### config.mk
export PLATFORM = sky130hd
export DESIGN_NAME = wfm_fifo
export DESIGN_NICKNAME = d
export VERILOG_FILES = /design/src/hdl/wfm_pkg.sv /design/src/hdl/wfm_fifo.sv
export SDC_FILE = /design/constraint.sdc
export NUM_CORES = 1
export LEC_CHECK = 0
export BUFFER_PORTS_ARGS = -buffer_cell sky130_fd_sc_hd__buf_2
export CORE_MARGIN = 2
export CORE_UTILIZATION = 59
export DETAILED_ROUTE_END_ITERATION = 10
export GPL_TIMING_DRIVEN = 1
export PLACE_DENSITY = 0.85
export SLEW_MARGIN = 20
export SYNTH_ARGS = -nofsm -noshare
export SYNTH_HDL_FRONTEND = slang
export SYNTH_SLANG_ARGS = --single-unit
### constraint.sdc
create_clock -name clk_i -period 2.89 [get_ports clk_i]
set_input_delay 0.289 -clock clk_i [delete_from_list [all_inputs] [get_ports clk_i]]
set_output_delay 0.289 -clock clk_i [all_outputs]
set_load 0.01 [all_outputs]
### src/hdl/wfm_pkg.sv
// Shared types and constants for the whitespace-filtered hash block.
package wfm_pkg;

  localparam int unsigned MAX_WORDS = 4096;
  localparam int unsigned ADDR_W    = (MAX_WORDS > 1) ? $clog2(MAX_WORDS) : 1;
  localparam int unsigned WCNT_W    = $clog2(MAX_WORDS + 1);

  localparam int unsigned QDEPTH  = 4;
  localparam int unsigned QPTR_W  = $clog2(QDEPTH);
  localparam int unsigned QCNT_W  = $clog2(QDEPTH + 1);

  localparam logic [31:0] MIX_MUL = 32'd1540483477;

  localparam logic [7:0] CH_TAB   = 8'd9;
  localparam logic [7:0] CH_LF    = 8'd10;
  localparam logic [7:0] CH_CR    = 8'd13;
  localparam logic [7:0] CH_SPACE = 8'd32;

  typedef struct packed {
    logic [7:0] data_byte;
    logic       last_byte;
  } wfm_req_t;

  typedef struct packed {
    logic [31:0] hash_value;
    logic        too_long;
  } wfm_res_t;

  // One queued byte: keep marks a byte that goes into the hash.
  typedef struct packed {
    logic       keep;
    logic [7:0] data;
    logic       last;
  } wfm_item_t;

  function automatic logic is_blank(input logic [7:0] c);
    return (c == CH_TAB) || (c == CH_LF) || (c == CH_CR) || (c == CH_SPACE);
  endfunction

endpackage

### src/hdl/wfm_fifo.sv
// Short queue between the front end and the hash engine.
module wfm_fifo (
  input  logic                         clk_i,
  input  logic                         rst_ni,
  input  logic                         push_i,
  input  wfm_pkg::wfm_item_t           push_data_i,
  input  logic                         pop_i,
  output wfm_pkg::wfm_item_t           head_o,
  output logic                         empty_o,
  output logic                         full_o,
  output logic [wfm_pkg::QCNT_W-1:0]   count_o
);
  import wfm_pkg::*;

  wfm_item_t         slots_q [QDEPTH];
  logic [QPTR_W-1:0] wr_q, wr_d, rd_q, rd_d;
  logic [QCNT_W-1:0] cnt_q, cnt_d;

  assign empty_o = (cnt_q == '0);
  assign full_o  = (cnt_q == QCNT_W'(QDEPTH));
  assign count_o = cnt_q;
  assign head_o  = slots_q[rd_q];

  always_comb begin
    wr_d  = wr_q;
    rd_d  = rd_q;
    cnt_d = cnt_q;
    if (push_i) begin
      wr_d = wr_q + QPTR_W'(1);
    end
    if (pop_i) begin
      rd_d = rd_q + QPTR_W'(1);
    end
    if (push_i && !pop_i) begin
      cnt_d = cnt_q + QCNT_W'(1);
    end else if (pop_i && !push_i) begin
      cnt_d = cnt_q - QCNT_W'(1);
    end
  end

  always_ff @(posedge clk_i or negedge rst_ni) begin
    if (!rst_ni) begin
      wr_q  <= '0;
      rd_q  <= '0;
      cnt_q <= '0;
    end else begin
      wr_q  <= wr_d;
      rd_q  <= rd_d;
      cnt_q <= cnt_d;
    end
  end

  always_ff @(posedge clk_i) begin
    if (push_i) begin
      slots_q[wr_q] <= push_data_i;
    end
  end

endmodule

==> metrics.txt <==
Hold Path Stages 1; synthesized area per cell around 21 sq um; initial core utilization slightly above 60%; row count 20; DR WL/cell 17.3 microns; DIE AREA 3580 sq um; post-synthesis cell area 1840 sq um; cells along the critical path mux4_1 > buf_2; all-layer global routing usage 17.0%; first-pass GRT wire length 4.13 mm; Vias/cell between 5 and 6; largest net degree at the start of global routing 15; clock-pin slew on the worst setup and hold paths 120 ps; simple-gate share of the synthesized area 2.65%; cell count after synthesis 86; dpl cells 145; Hold Path End slots_q[2][6]; Hold Vio Cnt, Final 0; NetSw 0.570 mW; Synth Area in Adders 4.49%; Worst-Skew Late Latency ~330 ps; compound-gate portion of the synthesized area 0.272%; worst-case reg-to-reg path depth 3; TritonCTS clock tree yes; Tcrit/Tclk final about three quarters; Top Family by Delay on Critical Path flip-flops; R2R Setup Slk about 1400 ps; min Tclk post-route 2200 ps; DRT Pass-1 Iters 4; ys flop type edfxtp_1; max-cap viol count 0; max incr delay on CP ~800 ps; post-DP HPWL roughly 1.9 mm; Worst EP required 2600 ps; reg2reg end slots_q[0][9]; Netlist cell types 18; final setup fails 0; largest family of logic cells by synthesized area multiplexers; Die H 59.9 microns; Placer Congestion roughly 0.70; Hold Crit Start push_data_i[6]; origin of the critical flop-to-flop path wr_q[0]; Iter 0 DRT Violations 38; vias post-DR 841; Max VDD drop approximately 0.00058 V; Static Leak 0.775 nW; fill count 212; routed wire length about 2.7 mm; Worst Setup End Kind primary output; Startpoint Class flip-flop; number of synthesized flops with an enable pin 40; initial antenna violation count 0; Max Fclk 454 MHz; Antenna Cells 0; Power Density 900 nW/um^2; total gr overflow 0; non-filler cells, final 154; Warnings, synthesis 0; post-CTS setup buffers 0; clock power share 14.2%; layout cells sized above 1 35.5%; Synth Area in XOR/XNOR 2.86%; Worst Path Buf+Inv 1; fin nets 140; syn nets 106; switching portion of total power 30.6%; CTS sink count 47; critical path peak fanout 12; Power Internal 1.29 mW; residual DRC count 0; die width 59.9 microns; maximum root-to-sink buffer count 2; fin util 68.9%; critical setup path kind flip-flop to primary output; most frequent cells in the layout edfxtp_1, buf_2, mux4_2; I/O pins 29; Slew Limit Fails 0; commonest non-fill, non-tap cell in the layout edfxtp_1; CP max stage cell dfrtp_1; Hold WC Path Type input pin to flip-flop; worst-margin pin slew 694 ps; CTS root buf clkbuf_4; number of global-route vias before repair 867; RSZ-0062 raised after global routing false; sequential-to-total area share from yosys stat between 70% and 80%; ys async rst share 14.9%; Sequential Power Share 56.4%; post-route setup TNS 0 ps; Fin Hold WS about 170 ps; Logic pwr share ~29%; critical path arrival about 1900 ps; H-tree Lvls 2; Layout area overhead 12.4%; Post-Route Skew ~6.4 ps; Yosys reg bits 47; status finished clean; Core ar. 3000 sq um; CTS Buf Count 5; Worst slew margin 53.7%; Post-DRT Antenna Nets 0; mux share of post-synthesis cell area 13.3%; I/O Buffers 28
==> state kept, by name, summed over array words and instances (netlist names) <==
| register | count |
|---|---|
| rd_q | 2 |
| slots_q | 40 |
| count_o | 3 |
| wr_q | 2 |
==> cells by family (layout without fill, tap and decap cells) <==
group | after synthesis | count (layout)
AO/OA/AOI/OAI | 1 | 1
XOR/XNOR | 6 | 6
adder cells (fa/ha/maj) | 6 | 6
buffers and inverters | 6 | 41
flip-flops | 47 | 47
multiplexers | 11 | 11
AND/OR/NAND/NOR | 9 | 9
==> metrics by stage <==
stage | total power, mW | worst slack, ps | area [sq um]
2_1_floorplan | 1.42 | 1510 | 1840
3_3_place_gp | 1.59 | 1050 | 2010
3_5_place_dp | 1.64 | 1010 | 2010
4_1_cts | 1.90 | 630 | 2070
5_1_grt | 2.00 | 514 | 2070
6_report | 1.86 | 685 | 2070
==> metal layers <==
metal  global-route usage [%]  up-vias  part of all wire, %
met5                        0        -                    0
met4                     5.71        0                 0.64
met3                     4.33        2                  4.4
met2                     29.8       20                   54
met1                     20.6      416                   41
li1                         -      403                    -
==> synthesized netlist by cell type (2+ instances only) <==
library cell	n	area [sq um]
xor2_1	4	35.0
mux4_1	2	52.6
and2_1	4	25.0
nand2_1	2	7.51
mux4_2	8	180
edfxtp_1	40	1200
xnor2_1	2	17.5
inv_1	4	15.0
ha_1	5	62.6
dfrtp_1	7	175
==> area by class of cell <==
type                       instances  area, sq um  area share, %
clock inverter                     3         15.0          0.726
tap                               33         41.3           2.00
multi-input combinational         33          433           20.9
timing repair buffer              29          150           7.26
inverter                           4         15.0          0.726
clock buffer                       5         37.5           1.81
sequential                        47         1380           66.5
==> worst max-delay path by stage <==
stage                       start   endpoint  slack (ps)  cells past startpoint
after floorplan           rd_q[0]  head_o[0]        1510                      2
after detailed placement  rd_q[0]  head_o[5]        1010                      2
after CTS                 rd_q[0]  head_o[5]         630                      2
after global routing      rd_q[0]  head_o[5]         510                      2
after global placement    rd_q[0]  head_o[5]        1050                      2
final                     rd_q[0]  head_o[5]         690                      2
==> power groups by stage <==
stage | registers (mW) | clock network, mW | logic, mW
floorplan | 0.990 | 0 | 0.435
global placement | 1.05 | 0 | 0.542
detailed placement | 1.08 | 0 | 0.560
CTS | 1.06 | 0.277 | 0.562
global route | 1.08 | 0.307 | 0.609
finish | 1.05 | 0.265 | 0.547
==> what timing repair did <==
action	in CTS	in global routing
hold buffers	1	0
hold endpoints to repair	7	0
resized for setup	0	0
==> worst register-to-register path, cell delays in order, from the launching register on <==
cell	delay, ps
dfrtp_1	450
inv_1	100
ha_1	140
and2_1	460
(Power assumes the default switching activity.)
