--- config.mk ---
export PLATFORM = sky130hd
export DESIGN_NAME = wfm_front
export DESIGN_NICKNAME = d
export VERILOG_FILES = /design/src/hdl/wfm_pkg.sv /design/src/hdl/wfm_front.sv
export SDC_FILE = /design/constraint.sdc
export NUM_CORES = 1
export LEC_CHECK = 0
export ABC_AREA = 1
export ABC_CLOCK_PERIOD_IN_PS = 800
export BUFFER_PORTS_ARGS = -buffer_cell sky130_fd_sc_hd__buf_4
export CAP_MARGIN = 30
export CORE_AREA = 8 8 45 47
export DETAILED_ROUTE_END_ITERATION = 10
export DIE_AREA = 0 0 53 55
export GPL_TIMING_DRIVEN = 1
export PLACE_DENSITY = 0.42
export SYNTH_ARGS = -nofsm -noshare
export SYNTH_HDL_FRONTEND = slang
export SYNTH_SLANG_ARGS = --single-unit
--- constraint.sdc ---
create_clock -name vclk -period 0.8
set_clock_uncertainty 0.05 [all_clocks]
set_input_delay 0.08 -clock vclk [all_inputs]
set_output_delay 0.08 -clock vclk [all_outputs]
set_load 0.005 [all_outputs]
--- src/hdl/wfm_pkg.sv ---
// Shared types and constants for the whitespace-filtered hash block.
package wfm_pkg;

  localparam int unsigned MAX_WORDS = 4096;
  localparam int unsigned ADDR_W    = (MAX_WORDS > 1) ? $clog2(MAX_WORDS) : 1;
  localparam int unsigned WCNT_W    = $clog2(MAX_WORDS + 1);

  localparam int unsigned QDEPTH  = 4;
  localparam int unsigned QPTR_W  = $clog2(QDEPTH);
  localparam int unsigned QCNT_W  = $clog2(QDEPTH + 1);

  localparam logic [31:0] MIX_MUL = 32'd1540483477;

  localparam logic [7:0] CH_TAB   = 8'd9;
  localparam logic [7:0] CH_LF    = 8'd10;
  localparam logic [7:0] CH_CR    = 8'd13;
  localparam logic [7:0] CH_SPACE = 8'd32;

  typedef struct packed {
    logic [7:0] data_byte;
    logic       last_byte;
  } wfm_req_t;

  typedef struct packed {
    logic [31:0] hash_value;
    logic        too_long;
  } wfm_res_t;

  // One queued byte: keep marks a byte that goes into the hash.
  typedef struct packed {
    logic       keep;
    logic [7:0] data;
    logic       last;
  } wfm_item_t;

  function automatic logic is_blank(input logic [7:0] c);
    return (c == CH_TAB) || (c == CH_LF) || (c == CH_CR) || (c == CH_SPACE);
  endfunction

endpackage

--- src/hdl/wfm_front.sv ---
// Front end: takes byte requests, classifies them and queues the useful ones.
module wfm_front (
  input  logic              start,
  input  wfm_pkg::wfm_req_t req_i,
  input  logic              full_i,
  output logic              busy,
  output logic              push_o,
  output wfm_pkg::wfm_item_t item_o
);
  import wfm_pkg::*;

  logic blank;

  assign blank = is_blank(req_i.data_byte);
  assign busy  = full_i;

  // Blank bytes that do not end a file carry nothing; they are swallowed here.
  assign push_o      = start && !full_i && (!blank || req_i.last_byte);
  assign item_o.keep = !blank;
  assign item_o.data = req_i.data_byte;
  assign item_o.last = req_i.last_byte;

endmodule

==> results_tabular.tex, run 1 <==
\begin{tabular}{lr}
\hline
Metric & Value \\
\hline
\multicolumn{2}{l}{\textbf{Timing}} \\
\quad Setup repair after global routing missed its margin & yes \\
\quad Hold Violations, Final & 0 \\
\quad Min Tclk post-route & 0.835 ns \\
\quad Worst hold slack & 0.286 ns \\
\quad Final worst-path cycle share & 104\% \\
\quad Pin slew with the least headroom to its limit & 0.0870 ns \\
\quad Setup tns final & -0.0346 ns \\
\quad Number of max-slew violations in the final report & 0 \\
\quad Post-route setup slack & -0.0346 ns \\
\quad Maximum frequency from static timing analysis & 1200 MHz \\
\quad Slew HR & 94.2\% \\
\quad Final setup viols & 1 \\
\multicolumn{2}{l}{\textbf{Setup path}} \\
\quad Worst path max stage delay & 0.11 ns \\
\quad Kind of critical path & in2out \\
\quad Logic depth of the worst setup path including buffers & 8 \\
\quad Master of the slowest instance on the critical path & sky130\_fd\_sc\_hd\_\_nor2\_4 \\
\quad Critical path cell sequence & buf\_6 > nor2\_4 > nand2\_2 > nor2\_4 > nand3\_2 > nand2\_1 > inv\_1 > buf\_6 \\
\quad Family of cells with the greatest summed delay on the critical path & simple AND/OR/NAND/NOR gates \\
\quad Data arrival time of the worst path & 0.70 ns \\
\quad Startpoint kind of the worst setup timing path & primary input \\
\quad Maximum fanout encountered on the critical timing path & 2 \\
\quad Buffer and inverter count on the worst path & 3 \\
\quad Worst setup EP type & output port \\
\quad Required time of the critical path & 0.67 ns \\
\multicolumn{2}{l}{\textbf{Pwr}} \\
\quad Reported leakage power & 0.000193 uW \\
\quad Sequential cell fraction of total power & 0\% \\
\quad Cell internal pwr & 100 uW \\
\quad Combinational Power Share & 100.0\% \\
\quad VDD IR max & 124 uV \\
\quad Switching power total & 63.8 uW \\
\quad Switching part of the total & 38.9\% \\
\quad Total power per unit cell area & 456 nW/um\^{}2 \\
\quad Clk network pwr share & 0\% \\
\multicolumn{2}{l}{\textbf{Floorplan}} \\
\quad DIE AREA & 2920 um\^{}2 \\
\quad Placeable core region & 1380 um\^{}2 \\
\quad Width of the die & 53 um \\
\quad \# IOs & 23 \\
\quad Initial standard-cell utilization of the core & 12.4\% \\
\quad Std-Cell Rows & 14 \\
\quad Overall die height & 55 um \\
\multicolumn{2}{l}{\textbf{Final layout}} \\
\quad Final Instance Area & 359 um\^{}2 \\
\quad Fillcell total & 160 \\
\quad Number of diodes added for antenna fixing & 0 \\
\quad Top library cells by usage in the layout, fill and taps aside & sky130\_fd\_sc\_hd\_\_buf\_4, sky130\_fd\_sc\_hd\_\_inv\_1, sky130\_fd\_sc\_hd\_\_nand2\_1, sky130\_fd\_sc\_hd\_\_nand2\_2, sky130\_fd\_sc\_hd\_\_buf\_6 \\
\quad P\&R area growth vs syn & 109\% \\
\quad Area of the multi-input gates & 106 um\^{}2 \\
\quad Nets & 60 \\
\quad Leading cell type in the layout, fill and taps excluded & sky130\_fd\_sc\_hd\_\_buf\_4 \\
\quad Storage cell area & 0 um\^{}2 \\
\quad Layout clock buffer count & 0 \\
\quad Fraction of layout cells with a size suffix above 1 & 74.5\% \\
\quad Num sequential & 0 \\
\multicolumn{2}{l}{\textbf{Route}} \\
\quad Initial DRC Count & 3 \\
\quad Post-route DRC violation count & 0 \\
\quad DR vias/cell & 3.37 \\
\quad Iteration count of the initial detailed-routing pass & 2 \\
\quad Avg WL per Cell & 9.02 um \\
\quad Final WL & 568 um \\
\quad Number of nets still failing antenna checks after routing & 0 \\
\quad Via Count & 212 \\
\multicolumn{2}{l}{\textbf{Synth}} \\
\quad Syn avg cell area & 5.04 um\^{}2 \\
\quad Synth area leaders & sky130\_fd\_sc\_hd\_\_buf\_4, sky130\_fd\_sc\_hd\_\_nand2\_1, sky130\_fd\_sc\_hd\_\_inv\_1 \\
\quad Number of unique standard cell types used by synthesis & 7 \\
\quad Fraction of synthesized cell area taken by the top area cell type & 43.8\% \\
\quad Gate count after technology mapping & 34 \\
\quad Share of synthesized area occupied by flip-flops and latches & 0\% \\
\quad Cell taking the most area after synthesis & sky130\_fd\_sc\_hd\_\_buf\_4 \\
\quad Mapped cell area & 171 um\^{}2 \\
\quad Nets in the synthesized netlist & 45 \\
\quad Synth Warn \# & 0 \\
\multicolumn{2}{l}{\textbf{Placement}} \\
\quad Final Wtd Congestion & 0.688 \\
\quad Number of port buffers & 23 \\
\quad Post-placement setup slack & -0.119 ns \\
\quad Area of placed instances & 289 um\^{}2 \\
\quad Hpwl dp & 490 um \\
\multicolumn{2}{l}{\textbf{Global route}} \\
\quad Sum of overflow across all layers after global routing & 0 \\
\quad Vias in the first global route & 194 \\
\quad Total routing resource utilization after global routing & 3.16\% \\
\quad Largest net degree at the start of global routing & 5 \\
\quad Wire length of the first global-routing pass & 759 um \\
\quad Initial antenna violation count & 0 \\
\multicolumn{2}{l}{\textbf{Status}} \\
\quad Violations in the final reports & negative setup slack \\
\quad Outcome & finished, violations left \\
\multicolumn{2}{l}{\textbf{Flow run}} \\
\quad Number of maximum-capacitance violations & 0 \\
\multicolumn{2}{l}{\textbf{Clock network}} \\
\quad Cts-stage hold buffer count & 0 \\
\quad Postcts setup bufs & 0 \\
\multicolumn{2}{l}{\textbf{Hold path}} \\
\quad Worst hold path depth & 2 \\
\quad Class of the most critical hold timing path & in2out \\
\hline
\end{tabular}
-- per-stage QoR --
stage	power [uW]	utilization, %	std cells
6_report	164	25.9	63
5_1_grt	180	25.9	63
4_1_cts	154	24.0	63
3_5_place_dp	131	20.9	63
3_3_place_gp	129	20.9	63
2_1_floorplan	67.3	-	34
-- cell families (layout without fill, tap and decap cells) --
logic type	count (synthesis)	count (layout)	share of synthesized area, %
simple gates	16	16	38.7
buf+inv	18	31	61.3
-- power by group through the flow --
stage	Clock [uW]	Combinational [uW]	Sequential [uW]
3_3_place_gp	0	129	0
6_report	0	164	0
3_5_place_dp	0	131	0
4_1_cts	0	154	0
5_1_grt	0	180	0
2_1_floorplan	0	67.3	0
-- repair_timing --
action | in CTS | in global routing
gates resized for setup | 13 | 8
setup endpoints to repair | 2 | 2
cloned | 0 | 0
pin swaps | 8 | 5
-- metal layers --
layer	track usage [%]	routed length, um	vias up
li1	-	-	112
met1	3.32	193	88
met5	0	0	-
met4	0	0	0
met2	5.27	269	12
met3	2.41	104	0
-- final timing paths --
kind	start	to	slack (ns)
max	req_i[8]	push_o	-0.03
min	req_i[5]	item_o[5]	0.29
-- Yosys cell counts --
master,instances
sky130_fd_sc_hd__buf_4,10
sky130_fd_sc_hd__clkinv_1,1
sky130_fd_sc_hd__inv_1,7
sky130_fd_sc_hd__nand2_1,9
sky130_fd_sc_hd__nand3_1,1
sky130_fd_sc_hd__nor2_1,4
sky130_fd_sc_hd__nor2_2,2
-- layout make-up --
cell class,count,share of cell area (%)
Timing Repair Buffer,23,56.4
Tap cell,16,5.57
Multi-Input combinational cell,16,29.6
Inverter,8,8.36
Power figures use the tool's default switching activity.
==> run 2: changes to the inputs <==
--- a/config.mk
+++ b/config.mk
@@ -7,13 +7,14 @@
 export LEC_CHECK = 0
 export ABC_AREA = 1
 export ABC_CLOCK_PERIOD_IN_PS = 800
-export BUFFER_PORTS_ARGS = -buffer_cell sky130_fd_sc_hd__buf_4
 export CAP_MARGIN = 30
 export CORE_AREA = 8 8 45 47
 export DETAILED_ROUTE_END_ITERATION = 10
 export DIE_AREA = 0 0 53 55
+export DONT_BUFFER_PORTS = 1
 export GPL_TIMING_DRIVEN = 1
-export PLACE_DENSITY = 0.42
+export PLACE_DENSITY = 0.3
+export SLEW_MARGIN = 10
 export SYNTH_ARGS = -nofsm -noshare
 export SYNTH_HDL_FRONTEND = slang
 export SYNTH_SLANG_ARGS = --single-unit
==> run 2 against run 1 <==
Effect of this change: the run now ends clean; setup slack improved by 0.16 ns; final area decreased by 68%; non-clock buffer count decreased by 23; fmax increased by 24%; first-iteration DRC count decreased by 67%; sequential cell count unchanged; global-route usage decreased by 1.1 points; via count decreased by 43%; die area unchanged; critical path type unchanged.
==> results_tabular.tex, run 2 (synthesis gave the netlist of run 1 again) <==
\begin{tabular}{lr}
\hline
Metric & Value \\
\hline
\multicolumn{2}{l}{\textbf{Global route}} \\
\quad Total routing resource utilization after global routing & 2.02\% (-1.1 points) \\
\quad Sum of overflow across all layers after global routing & 0 (unchanged) \\
\quad Wire length of the first global-routing pass & 455 um (-40\%) \\
\quad Initial antenna violation count & 0 (unchanged) \\
\quad Largest net degree at the start of global routing & 5 (unchanged) \\
\quad Vias in the first global route & 116 (-40\%) \\
\multicolumn{2}{l}{\textbf{Setup path}} \\
\quad Worst path max stage delay & 0.11 ns (about the same) \\
\quad Critical path cell sequence & nor2\_1 > inv\_1 > nand2\_1 > nand2\_1 > nand3\_1 > nand2\_1 > inv\_1 \\
\quad Data arrival time of the worst path & 0.54 ns (-0.16 ns) \\
\quad Startpoint kind of the worst setup timing path & primary input \\
\quad Required time of the critical path & 0.67 ns (about the same) \\
\quad Maximum fanout encountered on the critical timing path & 3 (+1) \\
\quad Worst setup EP type & output port \\
\quad Cell mode on critical path & sky130\_fd\_sc\_hd\_\_nand2\_1 \\
\quad Kind of critical path & in2out \\
\quad Master of the slowest instance on the critical path & sky130\_fd\_sc\_hd\_\_nor2\_1 \\
\multicolumn{2}{l}{\textbf{Timing}} \\
\quad Worst hold slack & 0.110 ns (-0.176 ns) \\
\quad Maximum frequency from static timing analysis & 1480 MHz (+24\%) \\
\quad Min Tclk post-route & 0.674 ns (-0.160 ns) \\
\quad Number of max-slew violations in the final report & 0 (unchanged) \\
\quad Final worst-path cycle share & 84.3\% (-20 points) \\
\quad Slew HR & 91.8\% (-2.4 points) \\
\quad Hold Violations, Final & 0 (unchanged) \\
\quad Setup tns final & 0 ns (+0.0346 ns) \\
\quad Final setup viols & 0 (-1) \\
\quad Pin slew with the least headroom to its limit & 0.123 ns (+0.0357 ns) \\
\quad Setup repair after global routing missed its margin & no \\
\multicolumn{2}{l}{\textbf{Placement}} \\
\quad Final Wtd Congestion & 0.621 (-9.8\%) \\
\quad Number of port buffers & 0 (-100\%) \\
\quad Hpwl dp & 340 um (-31\%) \\
\multicolumn{2}{l}{\textbf{Final layout}} \\
\quad P\&R area growth vs syn & -32.1\% \\
\quad Leading cell type in the layout, fill and taps excluded & sky130\_fd\_sc\_hd\_\_nand2\_1 \\
\quad Number of diodes added for antenna fixing & 0 (unchanged) \\
\quad Area of the multi-input gates & 66.3 um\^{}2 (-38\%) \\
\quad Fraction of layout cells with a size suffix above 1 & 8.33\% (-66 points) \\
\quad Layout clock buffer count & 0 (unchanged) \\
\quad Storage cell area & 0 um\^{}2 (unchanged) \\
\quad Top library cells by usage in the layout, fill and taps aside & sky130\_fd\_sc\_hd\_\_nand2\_1, sky130\_fd\_sc\_hd\_\_inv\_1, sky130\_fd\_sc\_hd\_\_nor2\_1, sky130\_fd\_sc\_hd\_\_nor2\_2 \\
\quad Nets & 37 (-38\%) \\
\quad Fillcell total & 173 (+8.1\%) \\
\quad Num sequential & 0 (unchanged) \\
\multicolumn{2}{l}{\textbf{Route}} \\
\quad DR vias/cell & 3.00 (-11\%) \\
\quad Iteration count of the initial detailed-routing pass & 2 (unchanged) \\
\quad Initial DRC Count & 1 (-2) \\
\quad Number of nets still failing antenna checks after routing & 0 (unchanged) \\
\quad Via Count & 120 (-43\%) \\
\quad Avg WL per Cell & 9.15 um (+1.5\%) \\
\quad Post-route DRC violation count & 0 (unchanged) \\
\quad Final WL & 366 um (-36\%) \\
\multicolumn{2}{l}{\textbf{Clock network}} \\
\quad Quantity of gates resized following cts & 0 (-13) \\
\quad Cts-stage hold buffer count & 0 (unchanged) \\
\quad Postcts setup bufs & 0 (unchanged) \\
\multicolumn{2}{l}{\textbf{Floorplan}} \\
\quad Std-Cell Rows & 14 (unchanged) \\
\quad Placeable core region & 1380 um\^{}2 (unchanged) \\
\quad Initial standard-cell utilization of the core & 12.4\% (unchanged) \\
\quad Width of the die & 53 um (unchanged) \\
\quad \# IOs & 23 (unchanged) \\
\quad Overall die height & 55 um (unchanged) \\
\quad DIE AREA & 2920 um\^{}2 (unchanged) \\
\multicolumn{2}{l}{\textbf{Flow run}} \\
\quad Number of maximum-capacitance violations & 0 (unchanged) \\
\multicolumn{2}{l}{\textbf{Hold path}} \\
\quad Class of the most critical hold timing path & in2out \\
\quad Worst hold path depth & 0 (-2) \\
\multicolumn{2}{l}{\textbf{Pwr}} \\
\quad Reported leakage power & 0.0000709 uW (-63\%) \\
\quad Total power per unit cell area & 256 nW/um\^{}2 (-44\%) \\
\quad VDD IR max & 17.5 uV (-86\%) \\
\quad Final total power & 29.8 uW (-82\%) \\
\multicolumn{2}{l}{\textbf{Status}} \\
\quad Outcome & finished, final reports clean \\
\hline
\end{tabular}
==> run 2: changes by cell type in the layout (fill, tap and decap cells not counted), sizes merged <==
| cell | delta |
|---|---|
| buf | -23 |
==> run 2: final timing paths <==
| path | endpoint | from |
|---|---|---|
| setup / recovery | push_o | req_i[2] |
| hold / removal | item_o[6] | req_i[6] |
==> run 2: area by class of cell <==
class | instances | area share [%]
Inverter | 8 | 25.8
Multi-Input combinational cell | 16 | 57.0
Tap cell | 16 | 17.2
==> run 2: where the power goes <==
| part | switching, uW | total [uW] | internal, uW |
|---|---|---|---|
| Sequential | 0 | 0 | 0 |
| Combinational | 17.3 | 29.8 | 12.5 |
| Clock | 0 | 0 | 0 |
| Total | 17.3 | 29.8 | 12.5 |
==> run 2: metrics by stage <==
stage               instances  worst slack [ns]  utilization, %  area, um^2
detailed placement         40             0.106            8.41         116
finish                     40             0.126            8.41         116
floorplan                  34             0.182               -         171
global placement           40             0.107            8.41         116
CTS                        40             0.105            8.41         116
global route               40            0.0490            8.41         116
==> run 2: critical path, delay by kind of cell <==
family	cells	cell delay [ns]
and+or+nand+nor	5	0.34
buffers and inverters	2	0.11
==> run 2: layer usage <==
metal	track usage, %	wire length, um	vias up	part of all wire [%]
met5	0	0	-	0
met4	0	0	0	0
met3	1.60	75	0	20
met2	3.71	177	9	48
met1	1.81	113	46	31
li1	-	-	65	-
